<file path="config.mk">
export PLATFORM = sky130hd
export DESIGN_NAME = stm_queue
export DESIGN_NICKNAME = d
export VERILOG_FILES = /design/src/hdl/stm_pkg.sv /design/src/hdl/stm_queue.sv
export SDC_FILE = /design/constraint.sdc
export NUM_CORES = 1
export LEC_CHECK = 0
export ABC_AREA = 0
export BUFFER_PORTS_ARGS = -buffer_cell sky130_fd_sc_hd__buf_2
export CELL_PAD_IN_SITES_DETAIL_PLACEMENT = 0
export CELL_PAD_IN_SITES_GLOBAL_PLACEMENT = 1
export CORE_UTILIZATION = 43
export DETAILED_ROUTE_END_ITERATION = 8
export MAX_ROUTING_LAYER = met4
export PLACE_DENSITY_LB_ADDON = 0.1
export SKIP_CTS_REPAIR_TIMING = 1
export SLEW_MARGIN = 20
export SYNTH_ARGS = -nofsm -noshare
export SYNTH_HDL_FRONTEND = slang
export SYNTH_SLANG_ARGS = --single-unit
</file>
<file path="constraint.sdc">
create_clock -name clk -period 4.2 [get_ports clk]
set_clock_uncertainty 0.05 [all_clocks]
set_input_delay 0.84 -clock clk [delete_from_list [all_inputs] [get_ports clk]]
set_output_delay 0.84 -clock clk [all_outputs]
set_load 0.01 [all_outputs]
</file>
<file path="src/hdl/stm_pkg.sv">
// stm_pkg: shared types, codes and lookup tables for the scrolled tilemap layer.
// No dependencies; imported by every module of the block.
`default_nettype none

package stm_pkg;

  // Request kinds carried on the input channel
  typedef enum logic [1:0] {
    ACT_MAP_WR = 2'd0,
    ACT_PEN_WR = 2'd1,
    ACT_PIXEL  = 2'd2,
    ACT_NONE   = 2'd3
  } action_t;

  // Configuration register slots (byte address = 4 * slot)
  typedef enum logic [1:0] {
    REG_LAYOUT   = 2'd0,
    REG_SCROLL_X = 2'd1,
    REG_SCROLL_Y = 2'd2,
    REG_LAYER_EN = 2'd3
  } reg_idx_t;

  localparam int unsigned TILE_CODES      = 2048;
  localparam int unsigned ROW_OFFSET      = 16;
  localparam logic [3:0]  PEN_TRANSPARENT = 4'hf;

  localparam logic [15:0] GROUP_MASK [4] = '{16'hffff, 16'hfff0, 16'hff00, 16'hf000};
  localparam logic [1:0]  COLOUR_GROUP [16] = '{
    2'd3, 2'd3, 2'd2, 2'd2, 2'd1, 2'd1, 2'd0, 2'd0,
    2'd0, 2'd0, 2'd0, 2'd0, 2'd0, 2'd0, 2'd0, 2'd0
  };

  typedef struct packed {
    logic [1:0]  action;
    logic [12:0] map_index;
    logic [15:0] map_word;
    logic [18:0] pen_address;
    logic [3:0]  pen_value;
    logic [7:0]  screen_x;
    logic [7:0]  view_row;
  } in_item_t;

  typedef struct packed {
    logic [7:0] palette_index;
    logic       back_opaque;
    logic       front_opaque;
  } out_item_t;

  // Classified request as it sits in the queue
  typedef struct packed {
    action_t     kind;
    logic [12:0] map_addr;
    logic [15:0] map_word;
    logic [18:0] pen_addr;
    logic [3:0]  pen_value;
    logic [3:0]  pix_x;
    logic [3:0]  pix_y;
  } job_t;

  typedef struct packed {
    logic full;
    logic empty;
  } q_stat_t;

  // Pen shows in the front half when its bit is clear in the group mask
  function automatic logic pen_in_front(input logic [3:0] colour, input logic [3:0] pen);
    logic [1:0]  grp;
    logic [15:0] msk;
    grp = COLOUR_GROUP[colour];
    msk = GROUP_MASK[grp];
    return ~msk[pen];
  endfunction

endpackage

`default_nettype wire

</file>
<file path="src/hdl/stm_queue.sv">
// stm_queue: short request queue between front and back halves.
// Depends on stm_pkg.
`default_nettype none

module stm_queue
  import stm_pkg::*;
#(
  parameter int unsigned DEPTH = 2
) (
  input  logic    clk,
  input  logic    rst_n,
  input  logic    push,
  input  job_t    push_data,
  input  logic    pop,
  output job_t    head,
  output q_stat_t stat
);

  localparam int unsigned PTR_W = (DEPTH > 1) ? $clog2(DEPTH) : 1;
  localparam int unsigned CNT_W = $clog2(DEPTH + 1);

  job_t             slot_r [DEPTH];
  logic [PTR_W-1:0] wr_ptr_r, wr_ptr_nxt;
  logic [PTR_W-1:0] rd_ptr_r, rd_ptr_nxt;
  logic [CNT_W-1:0] count_r, count_nxt;
  logic             do_push;
  logic             do_pop;

  assign stat.full  = (count_r == CNT_W'(DEPTH));
  assign stat.empty = (count_r == '0);
  assign head       = slot_r[rd_ptr_r];
  assign do_push    = push && !stat.full;
  assign do_pop     = pop && !stat.empty;

  always_comb begin
    wr_ptr_nxt = wr_ptr_r;
    rd_ptr_nxt = rd_ptr_r;
    count_nxt  = count_r;
    if (do_push) begin
      wr_ptr_nxt = (wr_ptr_r == PTR_W'(DEPTH - 1)) ? '0 : wr_ptr_r + 1'b1;
    end
    if (do_pop) begin
      rd_ptr_nxt = (rd_ptr_r == PTR_W'(DEPTH - 1)) ? '0 : rd_ptr_r + 1'b1;
    end
    if (do_push && !do_pop) begin
      count_nxt = count_r + 1'b1;
    end else if (do_pop && !do_push) begin
      count_nxt = count_r - 1'b1;
    end
  end

  always_ff @(posedge clk) begin
    if (!rst_n) begin
      wr_ptr_r <= '0;
      rd_ptr_r <= '0;
      count_r  <= '0;
    end else begin
      wr_ptr_r <= wr_ptr_nxt;
      rd_ptr_r <= rd_ptr_nxt;
      count_r  <= count_nxt;
    end
  end

  always_ff @(posedge clk) begin
    if (do_push) begin
      slot_r[wr_ptr_r] <= push_data;
    end
  end

endmodule

`default_nettype wire

</file>
After elaboration in Yosys (flattened, before gate mapping)
Memories as Yosys holds them, arrays and structs flattened. A register that Yosys moved wholly into a read port is not among the register bits.
Index checks and enable logic that the tools add are counted.
{"block": "op_classes", "addsub": 4, "eq_ne": 1, "n_mux": 8, "n_reduce_logical": 10}
{"operator": "2-to-1 mux 1 bit", "n": 6}
{"operator": "logical AND 1 bit", "n": 4}
{"operator": "logical NOT 1 bit", "n": 4}
{"operator": "2-to-1 mux 2 bit", "n": 2}
{"operator": "adder 1 bit, second input constant", "n": 2}
{"operator": "adder 2 x 1 -> 2 bit, second input constant", "n": 1}
{"operator": "equality test 2 bit, second input constant", "n": 1}
{"operator": "logical NOT 2 bit", "n": 1}
{"operator": "nonzero test 2 bit", "n": 1}
{"operator": "subtractor 2 x 1 -> 2 bit, second input constant", "n": 1}
{"block": "totals", "register_bits": 4, "ramBits": 124, "output_inout_bits": 64, "mem_count": 1}
{"memory": "slot_r", "depth": 2, "width": 62, "read_ports": 1, "rd_clocked_by_memory_dff": 1, "wr": 1, "line": "stm_queue.sv:22", "source": "job_t slot_r [DEPTH];"}

Logic depth before layout (Yosys ltp)
{"block": "logic_depth", "ltp_word": 7, "mapped_depth": 7, "ltp_nobuf": 7}

Worst setup path before layout
No wires, ideal clock.
{"block": "synth_timing", "path_type": "input to register", "from": "input push", "to": "memory slot_r[0][0] (netlist bit), enable pin", "setup_ps": 472, "t_arrival_ps": 3352, "required_ps": 3678, "slack_ps": 325, "cell_stages": 2, "cell_sequence": "inv_1 nor3_2"}
{"block": "synth_between", "elab_chain_cells": 3}
{"item": "start: declaration", "line": "stm_queue.sv:12", "source": "input logic push,"}
{"item": "logical AND 1 bit", "line": "stm_queue.sv:32", "source": "assign do_push = push && !stat.full;"}
{"item": "2-to-1 mux 1 bit", "line": "stm_queue.sv:65", "source": "if (do_push) begin"}
{"item": "2-to-1 mux 1 bit (implied by the code)", "line": "stm_queue.sv:66", "source": "slot_r[wr_ptr_r] <= push_data;"}
{"item": "end: declaration", "line": "stm_queue.sv:22"}
No other way between the ends.

==> impl_results.md <==
* Status: complete, no violations
* Clk buf depth at 2
* R2R Path End: slot_r[0][35]
* Avg Cell Area, Syn at 21.59 sq um
* Setup CP Type: flip-flop to output port
* Setup TNS at 0 ns
* Sequential fraction of the synthesis area at 81.25%
* Post-synth EDFFs at 124
* CP Launch Type: flip-flop
* Top post-synthesis cells by area: edfxtp_1 79%, mux2_2 15%, dfxtp_1 2.1%, buf_4 0.96%, and2_1 0.40%
* Hold Path Sink: slot_r[0][61]
* Via count at 2,419
* Final Max Slew Viols at 0
* Worst r2r src: count_r[0]
* Via/cell ratio at 4.734
* Synth Warn # at 0
* Layout filler cell count at 844
* CTS Buf Count at 17
* Core ar. at 10,460 sq um
* Slew @ Worst Pin at 0.8091 ns
* LEAKAGE at 0.002310 uW
* H-tree depth at 4
* Clk Latency, worst-skew pair at 0.51 ns
* Vias in the first global route at 2,482
* Row count at 37
* CP Capture Type: output port
* Power Dens Cells at 654.9 nW/um^2
* Total grt overflow at 0
* Routed Wire Length at 7.990 mm
* TritonCTS clock tree: yes
* Logic gate share of total power at 20.7%
* Final Cycle Share at 72.98%
* Crit path cell chain: buf_12, mux2_2, buf_2
* Synth area leader: edfxtp_1
* Syn Nets at 285
* Worst-path clk slew at 0.06 ns
* Clock Sinks at 129
* Area grow syn2layout at 30.36%
* Reg2Reg Setup Slack at 2.12 ns
* Peak Freq at 0.3263 GHz
* Hold Path Origin: push_data[61]
* Worst Reg-to-Reg Cells at 4
* Fin. Hold Viols at 0
* Buf/Inv on CP at 2
* Initial Utilization at 44.98%
* Post-place setup slack at 1.633 ns
* Post-DR wirelength/cell at 15.64 um
* Min cycle time layout at 3.065 ns
* Family with the most delay on the worst path: flip-flops
* Die H at 106.6 um
* Tot GR Track Use at 15.63%
* Slowest-stage cell, CP: dfxtp_2
* Worst EP required at 3.31 ns
* Switch share at 25.48%
* Hold path cells at 1
* Antenna Cells at 0
* I/O Pins at 130
* Die width at 106.6 um
* Share of cells above drive strength 1 at 60.80%
* Synth top cells by count: 124 x edfxtp_1, 62 x mux2_2, 6 x buf_4
* Register Area at 3825 sq um
* Iteration-0 DRC Markers at 80
* Worst-path fanout max at 34
* Pin count of the biggest net entering global routing at 59
* Cell count after synthesis at 218
* Slew margin rel. at 46.06%
* Placed insts at 479
* Nets at 429
* Drt drc at 0
* Register bit count reported by yosys at 129
* Gpl congestion at 0.6467
* Clock power share at 36.9%
* HPWL after detailed placement at 4.957 mm
* Root Buffer: clkbuf_8
* Die area at 11,370 sq um
* Number of non-filler instances in the completed layout at 511
* Post-synth top area share at 79.13%
* Slowest Stage Delay on Critical Path at 0.82 ns
* Antenna viol nets, final at 0
* Most common cell in the synthesized netlist: edfxtp_1
* CP arrival at 2.18 ns
* Power Internal at 2994 uW
* First-pass GRT wire length at 12.55 mm
* Initial antenna violation count at 0
* Synth cell types at 21
* RSZ-0062 raised after global routing: no
* Final setup viols at 0
* Hold WC Path Type: primary input to flip-flop
* Overall Power at 4018 uW
* VDD IR max at 0.4312 mV
* Ys async rst share at 0%
* Port bufs at 129
* Area occupied by multi-input gates at 832.0 sq um
* Synth Cell Area at 4706 sq um
* Max Cap Violations at 0
* Predominant post-synthesis flop cell: edfxtp_1
* Sequential share of power at 42.4%
* Drt pass-1 iters at 4
* Worst Setup Slack, final at 1.135 ns
* Psw at 1024 uW
## area by class of cell
type                    count  share of cell area [%]
multi-input cells          80                   13.56
repair buffers            132                   11.30
clock buffers              18                   6.812
inverters                   2                  0.1224
clock inverters            14                   3.080
flip-flops and latches    129                   62.35
well taps                 136                   2.774
## worst max path at each step
stage | end | cells past startpoint | slack (ns) | startpoint
after floorplan | slot_r[0][0] | 2 | 0.33 | push
after global placement | head[24] | 3 | 1.64 | flip-flop
after detailed placement | head[24] | 3 | 1.63 | flip-flop
after CTS | head[24] | 3 | 1.08 | flip-flop
after global routing | head[24] | 3 | 1.02 | flip-flop
final | head[6] | 3 | 1.13 | flip-flop
## power groups by stage
stage / Combinational [uW] / Sequential, uW / Clock (uW)
3_5_place_dp: 848 / 1730 / 0
2_1_floorplan: 574 / 1690 / 0
3_3_place_gp: 847 / 1730 / 0
5_1_grt: 905 / 1730 / 1570
6_report: 832 / 1700 / 1480
4_1_cts: 852 / 1710 / 1510
## flip-flops by register name (all words and copies together), names as in the netlist, named ones only
signal and count:
slot_r 124, count_r 2, rd_ptr_r 1, wr_ptr_r 1
## placed cells by master (no fill, tap or decap), drive strengths merged
| master | instances |
|---|---|
| edfxtp | 124 |
| inv | 3 |
| o21a | 1 |
| and2 | 3 |
| and3 | 1 |
| nor2 | 2 |
| ha | 1 |
| nand2b | 1 |
| buf | 132 |
| a21boi | 2 |
| clkinvlp | 2 |
| nor3 | 1 |
| clkbuf | 18 |
| clkinv | 7 |
| o21ai | 2 |
| xor2 | 1 |
| xnor2 | 2 |
| mux2 | 62 |
| dfxtp | 5 |
| or3 | 1 |
| bufinv | 4 |
## routing by layer
metal  global-route usage [%]  up-vias  wire length (um)
li1                         -     1144                 -
met1                    19.68     1172              3616
met2                    23.50       89              3811
met3                    3.951       14               412
met4                    8.219        0               149
met5                        -        -                 0
## kinds of logic (layout without fill, tap and decap cells)
kind of cell    Yosys count  after routing  synth area share, %
simple gates              9              9                1.170
buf+inv                   9            166                1.223
compound gates            5              5               0.6913
mux                      62             62                14.84
xor+xnor                  3              3               0.5585
flops                   129            129                81.26
fa+ha+maj                 1              1               0.2658
## per-stage QoR
step	area [sq um]	utilization, %	hold slack (ns)
5_1_grt	6135	58.63	0.4437
2_1_floorplan	4706	-	0.4333
6_report	6135	58.63	0.4639
3_3_place_gp	5528	52.83	0.4575
3_5_place_dp	5528	52.83	0.4701
4_1_cts	6135	58.63	0.4388
No activity file was read; power rests on OpenSTA's default activity.
