<file path="config.mk">
export PLATFORM = sky130hd
export DESIGN_NAME = stm_front
export DESIGN_NICKNAME = d
export VERILOG_FILES = /design/src/hdl/stm_pkg.sv /design/src/hdl/stm_front.sv
export SDC_FILE = /design/constraint.sdc
export NUM_CORES = 1
export LEC_CHECK = 0
export BUFFER_PORTS_ARGS = -buffer_cell sky130_fd_sc_hd__buf_2
export CORE_ASPECT_RATIO = 0.7
export CORE_MARGIN = 2
export CORE_UTILIZATION = 31
export DETAILED_ROUTE_END_ITERATION = 7
export GPL_ROUTABILITY_DRIVEN = 0
export GPL_TIMING_DRIVEN = 0
export MAX_ROUTING_LAYER = met4
export PLACE_DENSITY = 0.8
export SYNTH_ARGS = -nofsm -noshare
export SYNTH_HDL_FRONTEND = slang
export SYNTH_SLANG_ARGS = --single-unit
export TNS_END_PERCENT = 10
</file>
<file path="constraint.sdc">
create_clock -name vclk -period 2
set_clock_uncertainty 0.2 [all_clocks]
set_input_delay 0.1 -clock vclk [all_inputs]
set_output_delay 0.1 -clock vclk [all_outputs]
set_load 0.05 [all_outputs]
</file>
<file path="src/hdl/stm_pkg.sv">
// stm_pkg: shared types, codes and lookup tables for the scrolled tilemap layer.
// No dependencies; imported by every module of the block.
`default_nettype none

package stm_pkg;

  // Request kinds carried on the input channel
  typedef enum logic [1:0] {
    ACT_MAP_WR = 2'd0,
    ACT_PEN_WR = 2'd1,
    ACT_PIXEL  = 2'd2,
    ACT_NONE   = 2'd3
  } action_t;

  // Configuration register slots (byte address = 4 * slot)
  typedef enum logic [1:0] {
    REG_LAYOUT   = 2'd0,
    REG_SCROLL_X = 2'd1,
    REG_SCROLL_Y = 2'd2,
    REG_LAYER_EN = 2'd3
  } reg_idx_t;

  localparam int unsigned TILE_CODES      = 2048;
  localparam int unsigned ROW_OFFSET      = 16;
  localparam logic [3:0]  PEN_TRANSPARENT = 4'hf;

  localparam logic [15:0] GROUP_MASK [4] = '{16'hffff, 16'hfff0, 16'hff00, 16'hf000};
  localparam logic [1:0]  COLOUR_GROUP [16] = '{
    2'd3, 2'd3, 2'd2, 2'd2, 2'd1, 2'd1, 2'd0, 2'd0,
    2'd0, 2'd0, 2'd0, 2'd0, 2'd0, 2'd0, 2'd0, 2'd0
  };

  typedef struct packed {
    logic [1:0]  action;
    logic [12:0] map_index;
    logic [15:0] map_word;
    logic [18:0] pen_address;
    logic [3:0]  pen_value;
    logic [7:0]  screen_x;
    logic [7:0]  view_row;
  } in_item_t;

  typedef struct packed {
    logic [7:0] palette_index;
    logic       back_opaque;
    logic       front_opaque;
  } out_item_t;

  // Classified request as it sits in the queue
  typedef struct packed {
    action_t     kind;
    logic [12:0] map_addr;
    logic [15:0] map_word;
    logic [18:0] pen_addr;
    logic [3:0]  pen_value;
    logic [3:0]  pix_x;
    logic [3:0]  pix_y;
  } job_t;

  typedef struct packed {
    logic full;
    logic empty;
  } q_stat_t;

  // Pen shows in the front half when its bit is clear in the group mask
  function automatic logic pen_in_front(input logic [3:0] colour, input logic [3:0] pen);
    logic [1:0]  grp;
    logic [15:0] msk;
    grp = COLOUR_GROUP[colour];
    msk = GROUP_MASK[grp];
    return ~msk[pen];
  endfunction

endpackage

`default_nettype wire

</file>
<file path="src/hdl/stm_front.sv">
// stm_front: classifies requests and resolves scrolled pixel position to a map entry.
// Depends on stm_pkg.
`default_nettype none

module stm_front
  import stm_pkg::*;
(
  input  in_item_t    item,
  input  logic        layout_wide,
  input  logic [15:0] scroll_x,
  input  logic [15:0] scroll_y,
  output job_t        job,
  output logic        job_keep
);

  logic [8:0]  row;
  logic [10:0] sum_x;
  logic [10:0] sum_y;
  logic [10:0] mx;
  logic [10:0] my;
  logic [6:0]  col_t;
  logic [6:0]  row_t;
  logic [12:0] scan;
  action_t     kind;

  always_comb begin
    kind  = action_t'(item.action);
    row   = {1'b0, item.view_row} + 9'(ROW_OFFSET);
    sum_x = scroll_x[10:0] + {3'b000, item.screen_x};
    sum_y = scroll_y[10:0] + {2'b00, row};
    // wide map is 2048x1024, tall map 1024x2048
    mx    = layout_wide ? sum_x : {1'b0, sum_x[9:0]};
    my    = layout_wide ? {1'b0, sum_y[9:0]} : sum_y;
    col_t = mx[10:4];
    row_t = my[10:4];
    if (layout_wide) begin
      scan = {row_t[5:4], col_t[6:4], row_t[3:0], col_t[3:0]};
    end else begin
      scan = {row_t[6:4], col_t[5:4], row_t[3:0], col_t[3:0]};
    end

    job.kind      = kind;
    job.map_addr  = (kind == ACT_PIXEL) ? scan : item.map_index;
    job.map_word  = item.map_word;
    job.pen_addr  = item.pen_address;
    job.pen_value = item.pen_value;
    job.pix_x     = mx[3:0];
    job.pix_y     = my[3:0];
    job_keep      = (kind != ACT_NONE);
  end

endmodule

`default_nettype wire

</file>
# Yosys cells after proc, flatten, opt, wreduce, memory -nomap -nowiden
# Index checks and enable logic that the tools add are counted.
# W data, S select, Z words.
op_classes:
  n_addsub: 3
  eq_ne: 2
  mux: 4
op_table:
  columns: ["operator", "count"]
  rows:
  - ["$mux W13", 2]
  - ["$mux W11", 2]
  - ["$add A11 B8 Y11", 1]
  - ["$add A11 B9 Y11", 1]
  - ["$add A8 B5 Y9 const B", 1]
  - ["$eq A2 B2 Y1 const B", 1]
  - ["$ne A2 B2 Y1 const B", 1]
totals:
  register_bits: 0
  in_bits: 103
  out_inout_bits: 63
  wordCells: 9

# Longest topological paths before layout
# Gate-level depths: netlist (run 1).
logic_depth:
  depth_word: 5
  depth_mapped: 10
  mapped_depth_nobuf: 10

# Worst setup path before layout (run 1)
# No wires, ideal clock.
synth_timing:
  kind: "input to output"
  from: "input port item[1] (netlist bit)"
  to: "output port job[54] (netlist bit)"
  arrival_ns: 2.644
  t_required_ns: 1.700
  setup_slack_ns: -0.944
  stages: 8
  path_buffers: 0
  path_cell_list: "ha_1 -> ha_1 -> fa_1 -> a21oi_1 -> o21ai_0 -> a21oi_1 -> xor2_1 -> o21ai_0"
synth_lines:
  columns: ["item", "line_no", "rtl"]
  rows:
  - ["start, declared", "stm_front.sv:8", "input in_item_t item,"]
  - ["end, declared", "stm_front.sv:12", "output job_t job,"]

==> flow_metrics.py, run 1 <==
metrics = {
    "timing": {
        "worst_pin_slew_ps": 756,
        "slew_headroom_pct": 49.6,
        "setup_ws_ps": -288,
        "fin_crit_ps": 2290,
        "hold_viol": 0,
        "rsz0062_at_grt": "yes",
        "hold_ws_ps": 302,
        "setup_viol": 5,
        "max_freq_mhz": 437,
        "fin_crit_sh_pct": 114,
        "drv_slew": 0,
    },
    "layout": {
        "insertedDiodeCount": 0,
        "final_layout_size_suffix_gt1_share_pct": 64.0,
        "final_area_um2": 2350,
        "final_nets": 439,
        "seqCellArea_um2": 0,
        "synthToLayoutAreaGrowth_pct": 74.8,
        "num-clock-buffers": 0,
        "flops_and_latches": 0,
    },
    "hold_path": {
        "worstHoldStart": "item[28]",
        "whs_path_depth": 2,
        "hold_end": "job[20]",
        "hold_path_class": "in2out",
    },
    "worst_setup_path": {
        "cp_max_fo": 3,
        "critPathKind": "in2out",
        "slowest_delay_ps": 380,
        "crit_family": "adder cells",
        "cp_common_cell": "ha_4",
        "worstPathRequired_ps": 1700,
        "critPathCaptureType": "primary output",
        "path_buf_inv": 2,
        "arrival_ps": 1990,
        "critPathLaunchType": "input pin",
        "path_cells": "buf_2 > ha_4 > ha_4 > fa_2 > a21oi_4 > o21ai_0 > a21oi_1 > xor2_1 > o21ai_4 > buf_6",
        "cp_slowest_cell": "fa_2",
    },
    "power_and_ir_drop": {
        "p_per_area_nw_per_um2": 446,
        "total_power_uw": 1050,
        "vdd_drop_max_uv": 230,
        "p_leak_uw": 0.00121,
    },
    "routing": {
        "dr_total_vias": 1662,
        "wl_per_cell_um": 11.6,
        "drtIter0Drc": 40,
        "first_pass_iters": 4,
        "drc": 0,
        "routed_wl_um": 4230,
        "drtAntennaViolNets": 0,
        "vias_per_cell": 4.58,
    },
    "synthesis": {
        "synth_top_area_share_pct": 22.9,
        "yosysSeqAreaShare_pct": 0,
        "synth.distinct_cells": 34,
        "yosys.area.top_type": "buf_4",
        "syn-num-nets": 316,
        "yosys-top-cells-count": "41 x buf_4, 24 x ha_1, 19 x nand2_1",
        "synthCells": 187,
        "synth_area_leaders": "buf_4 23%, ha_1 22%, o21ai_0 6.7%",
        "synth_area_um2": 1350,
        "ys_warn_count": 0,
        "synth.avg_cell_area_um2": 7.20,
        "synth.most_common_cell": "buf_4",
    },
    "floorplan": {
        "ioPinCount": 166,
        "die_h_um": 59.1,
        "die_width_um": 82.8,
        "die_area_um2": 4890,
        "initial_utilization_pct": 31.6,
        "rows": 20,
        "coreArea_um2": 4250,
    },
    "placed_design": {
        "port_buffers": 117,
        "dpl-instance-area_um2": 2100,
        "dp_slack_ps": -688,
        "dp_hpwl_um": 3570,
    },
    "global_route": {
        "grt_pass1_wl_um": 6150,
        "grt.total_usage_pct": 16.1,
        "gr-total-overflow": 0,
        "grt_start_max_net_pins": 11,
        "grt_pass1_vias": 1428,
        "antenna_found_initial": 0,
    },
    "status": {
        "violations": "setup timing",
        "status": "finished, violations left",
    },
    "run": {
        "maxCapViolCount": 0,
    },
}
## worst max-delay path by stage
stage	startpoint	endpoint	cells after the start
3_5_place_dp	item[1]	job[59]	11
5_1_grt	scroll_y[2]	job[57]	10
3_3_place_gp	item[1]	job[59]	11
2_1_floorplan	item[3]	job[59]	8
6_report	scroll_y[1]	job[54]	10
4_1_cts	item[1]	job[58]	10
## metal layers
metal	vias up	track usage, %	wire length [um]
met5	-	-	0
met4	0	0.234	0
met3	0	0.610	297
met2	63	26.8	2030
met1	748	23.2	1900
li1	851	-	-
## repair_timing
item | CTS | global route
hold buffers | 0 | 0
cloned | 0 | 0
gates resized for setup | 38 | 11
endpoints found under the setup margin | 10 | 11
setup buffers | 2 | 2
pin swaps | 13 | 9
## logic make-up after synthesis
group,synth area share [%]
xor gates and xnor gates,9.76
and+or+nand+nor,16.2
buffers and inverters,25.9
adders and majority gates,25.3
AOI/OAI and AO/OA,22.9
## cell type report
class	instances	area (um^2)
fillers	411	1900
multi-input cells	135	1260
well taps	55	68.8
plain buffers	43	315
repair buffers	121	678
inverters	9	33.8
## power breakdown
group | switching (uW) | internal [uW] | leakage [uW]
clock | 0 | 0 | 0
combinational | 657 | 393 | 0.00121
sequential | 0 | 0 | 0
## through the flow
step           std cells  setup TNS, ps  util, %
2_1_floorplan        187          -1600        -
3_3_place_gp         359          -3140     49.4
3_5_place_dp         359          -3350     49.4
4_1_cts              361          -1350     54.1
5_1_grt              363          -2060     55.3
6_report             363          -1270     55.3
## cell usage in the layout (no fill, tap or decap), types with 2 or more instances in the layout
| cell | instances |
|---|---|
| buf_2 | 104 |
| buf_4 | 49 |
| nand2_1 | 19 |
| a21oi_1 | 11 |
| ha_1 | 11 |
| ha_4 | 10 |
| o21ai_1 | 9 |
| inv_1 | 8 |
| xor2_1 | 8 |
| buf_6 | 8 |
| o21ai_0 | 6 |
| nor2_1 | 6 |
| xnor2_1 | 5 |
| o211ai_1 | 4 |
| o21ai_2 | 4 |
| nor2b_1 | 4 |
| nand2b_1 | 3 |
| nand3_1 | 3 |
| ha_2 | 3 |
| a21o_1 | 2 |
| a21oi_4 | 2 |
| a211o_1 | 2 |
| o21bai_2 | 2 |
| and2_1 | 2 |
| clkbuf_1 | 2 |
| fa_2 | 2 |
Power figures use the tool's default switching activity.
==> inputs of run 2 (changes only) <==
--- a/config.mk
+++ b/config.mk
@@ -13,7 +13,7 @@
 export GPL_ROUTABILITY_DRIVEN = 0
 export GPL_TIMING_DRIVEN = 0
 export MAX_ROUTING_LAYER = met4
-export PLACE_DENSITY = 0.8
+export PLACE_DENSITY = 0.77
 export SYNTH_ARGS = -nofsm -noshare
 export SYNTH_HDL_FRONTEND = slang
 export SYNTH_SLANG_ARGS = --single-unit
==> run 2 against run 1 <==
Against the previous run:
- the flow still finishes with violations (setup timing)
- critical path depth did not move
- die area unchanged
- via count fell by 0.60%
- worst setup slack better by 5.2 ps
- first-iteration DRC count increased by 18%
- critical endpoint is now job[58]
- largest power group unchanged
==> flow_metrics.py, run 2 (synthesized netlist as in run 1, its figures left out) <==
metrics = {
    "status": {
        "violations": "setup timing",
        "status": "finished, violations left",
    },
    "timing": {
        "worst_pin_slew_ps": 732,
        "max_freq_mhz": 438,
        "rsz0062_at_grt": "yes",
        "drv_slew": 0,
        "fin_crit_ps": 2280,
        "slew_headroom_pct": 51.2,
        "fin_crit_sh_pct": 114,
        "hold_ws_ps": 301,
        "setup_ws_ps": -283,
        "setup_viol": 6,
        "hold_viol": 0,
        "finalSetupTns_ps": -1230,
    },
    "global_route": {
        "grt_pass1_vias": 1403,
        "grt_pass1_wl_um": 6020,
        "grt_start_max_net_pins": 11,
        "grt.total_usage_pct": 15.7,
        "antenna_found_initial": 0,
        "gr-total-overflow": 0,
    },
    "worst_setup_path": {
        "cp_max_fo": 3,
        "critPathCaptureType": "primary output",
        "critPathLaunchType": "input pin",
        "worstPathRequired_ps": 1700,
        "endpoint": "job[58]",
        "critPathKind": "in2out",
        "arrival_ps": 1980,
        "startpoint": "item[1]",
    },
    "routing": {
        "drtIter0Drc": 47,
        "dr_total_vias": 1652,
        "drc": 0,
        "routed_wl_um": 4220,
        "wl_per_cell_um": 11.6,
        "vias_per_cell": 4.54,
        "drtAntennaViolNets": 0,
        "first_pass_iters": 4,
    },
    "placed_design": {
        "dp_hpwl_um": 3470,
        "port_buffers": 117,
    },
    "power_and_ir_drop": {
        "p_leak_uw": 0.00122,
        "p_per_area_nw_per_um2": 444,
        "vdd_drop_max_uv": 290,
    },
    "floorplan": {
        "die_width_um": 82.8,
        "die_h_um": 59.1,
        "die_area_um2": 4890,
        "initial_utilization_pct": 31.6,
        "coreArea_um2": 4250,
        "ioPinCount": 166,
        "rows": 20,
    },
    "layout": {
        "fill_cells": 405,
        "final_common_cell": "buf_2",
        "num-clock-buffers": 0,
        "final_layout_size_suffix_gt1_share_pct": 64.4,
        "synthToLayoutAreaGrowth_pct": 76.0,
        "seqCellArea_um2": 0,
        "insertedDiodeCount": 0,
        "flops_and_latches": 0,
        "final_cell_mix": "105 x buf_2, 47 x buf_4, 19 x nand2_1",
        "multi_input_area_um2": 1260,
        "final_nets": 440,
    },
    "hold_path": {
        "hold_path_class": "in2out",
    },
    "run": {
        "maxCapViolCount": 0,
    },
}
[run 2: routing by layer]
layer  track usage [%]  wire length (um)
met2              27.1              2100
met5                 -                 0
met4              1.87                17
met3              1.07               369
met1              21.0              1740
[run 2: through the flow]
step                      power, uW  util (%)  instance area (um^2)  cells  worst slack, ps
after global routing           1130      55.7                  2370    364             -403
after CTS                       995      52.8                  2250    360             -371
final                          1050      55.7                  2370    364             -283
after detailed placement        933      49.4                  2100    359             -681
after global placement          925      49.4                  2100    359             -637
after floorplan                 740         -                  1450    187             -252
[run 2: worst min path at each step]
stage | from | endpoint | cells past startpoint
floorplan | layout_wide | job[59] | 1
global placement | item[32] | job[24] | 2
detailed placement | item[24] | job[16] | 2
CTS | item[24] | job[16] | 2
global route | item[54] | job[46] | 2
finish | item[24] | job[16] | 2
[run 2: area by class of cell]
class | count | share of cell area [%]
Multi-Input combinational cell | 135 | 53.2
Timing Repair Buffer | 122 | 29.1
Buffer | 43 | 13.3
Tap cell | 55 | 2.90
Inverter | 9 | 1.43
[run 2: critical path, stage by stage]
cell and delay, ps:
buf_2 110, ha_4 240, ha_4 170, fa_2 370, a21oi_4 150, o211ai_1 120
nand2_1 140, xnor2_2 90, a221o_2 340, buf_6 160
[run 2: repair_timing]
item	4_1_cts	5_1_grt
setup buffers	1	4
pin swaps	11	13
endpoints found under the setup margin	10	11
gates resized for setup	32	16
hold buffers	0	0
[run 2: report_power, final]
| group | total, uW | leakage (uW) | switching (uW) | internal [uW] |
|---|---|---|---|---|
| Combinational | 1050 | 0.00122 | 659 | 393 |
| Clock | 0 | 0 | 0 | 0 |
| Sequential | 0 | 0 | 0 | 0 |
| Total | 1050 | 0.00122 | 659 | 393 |
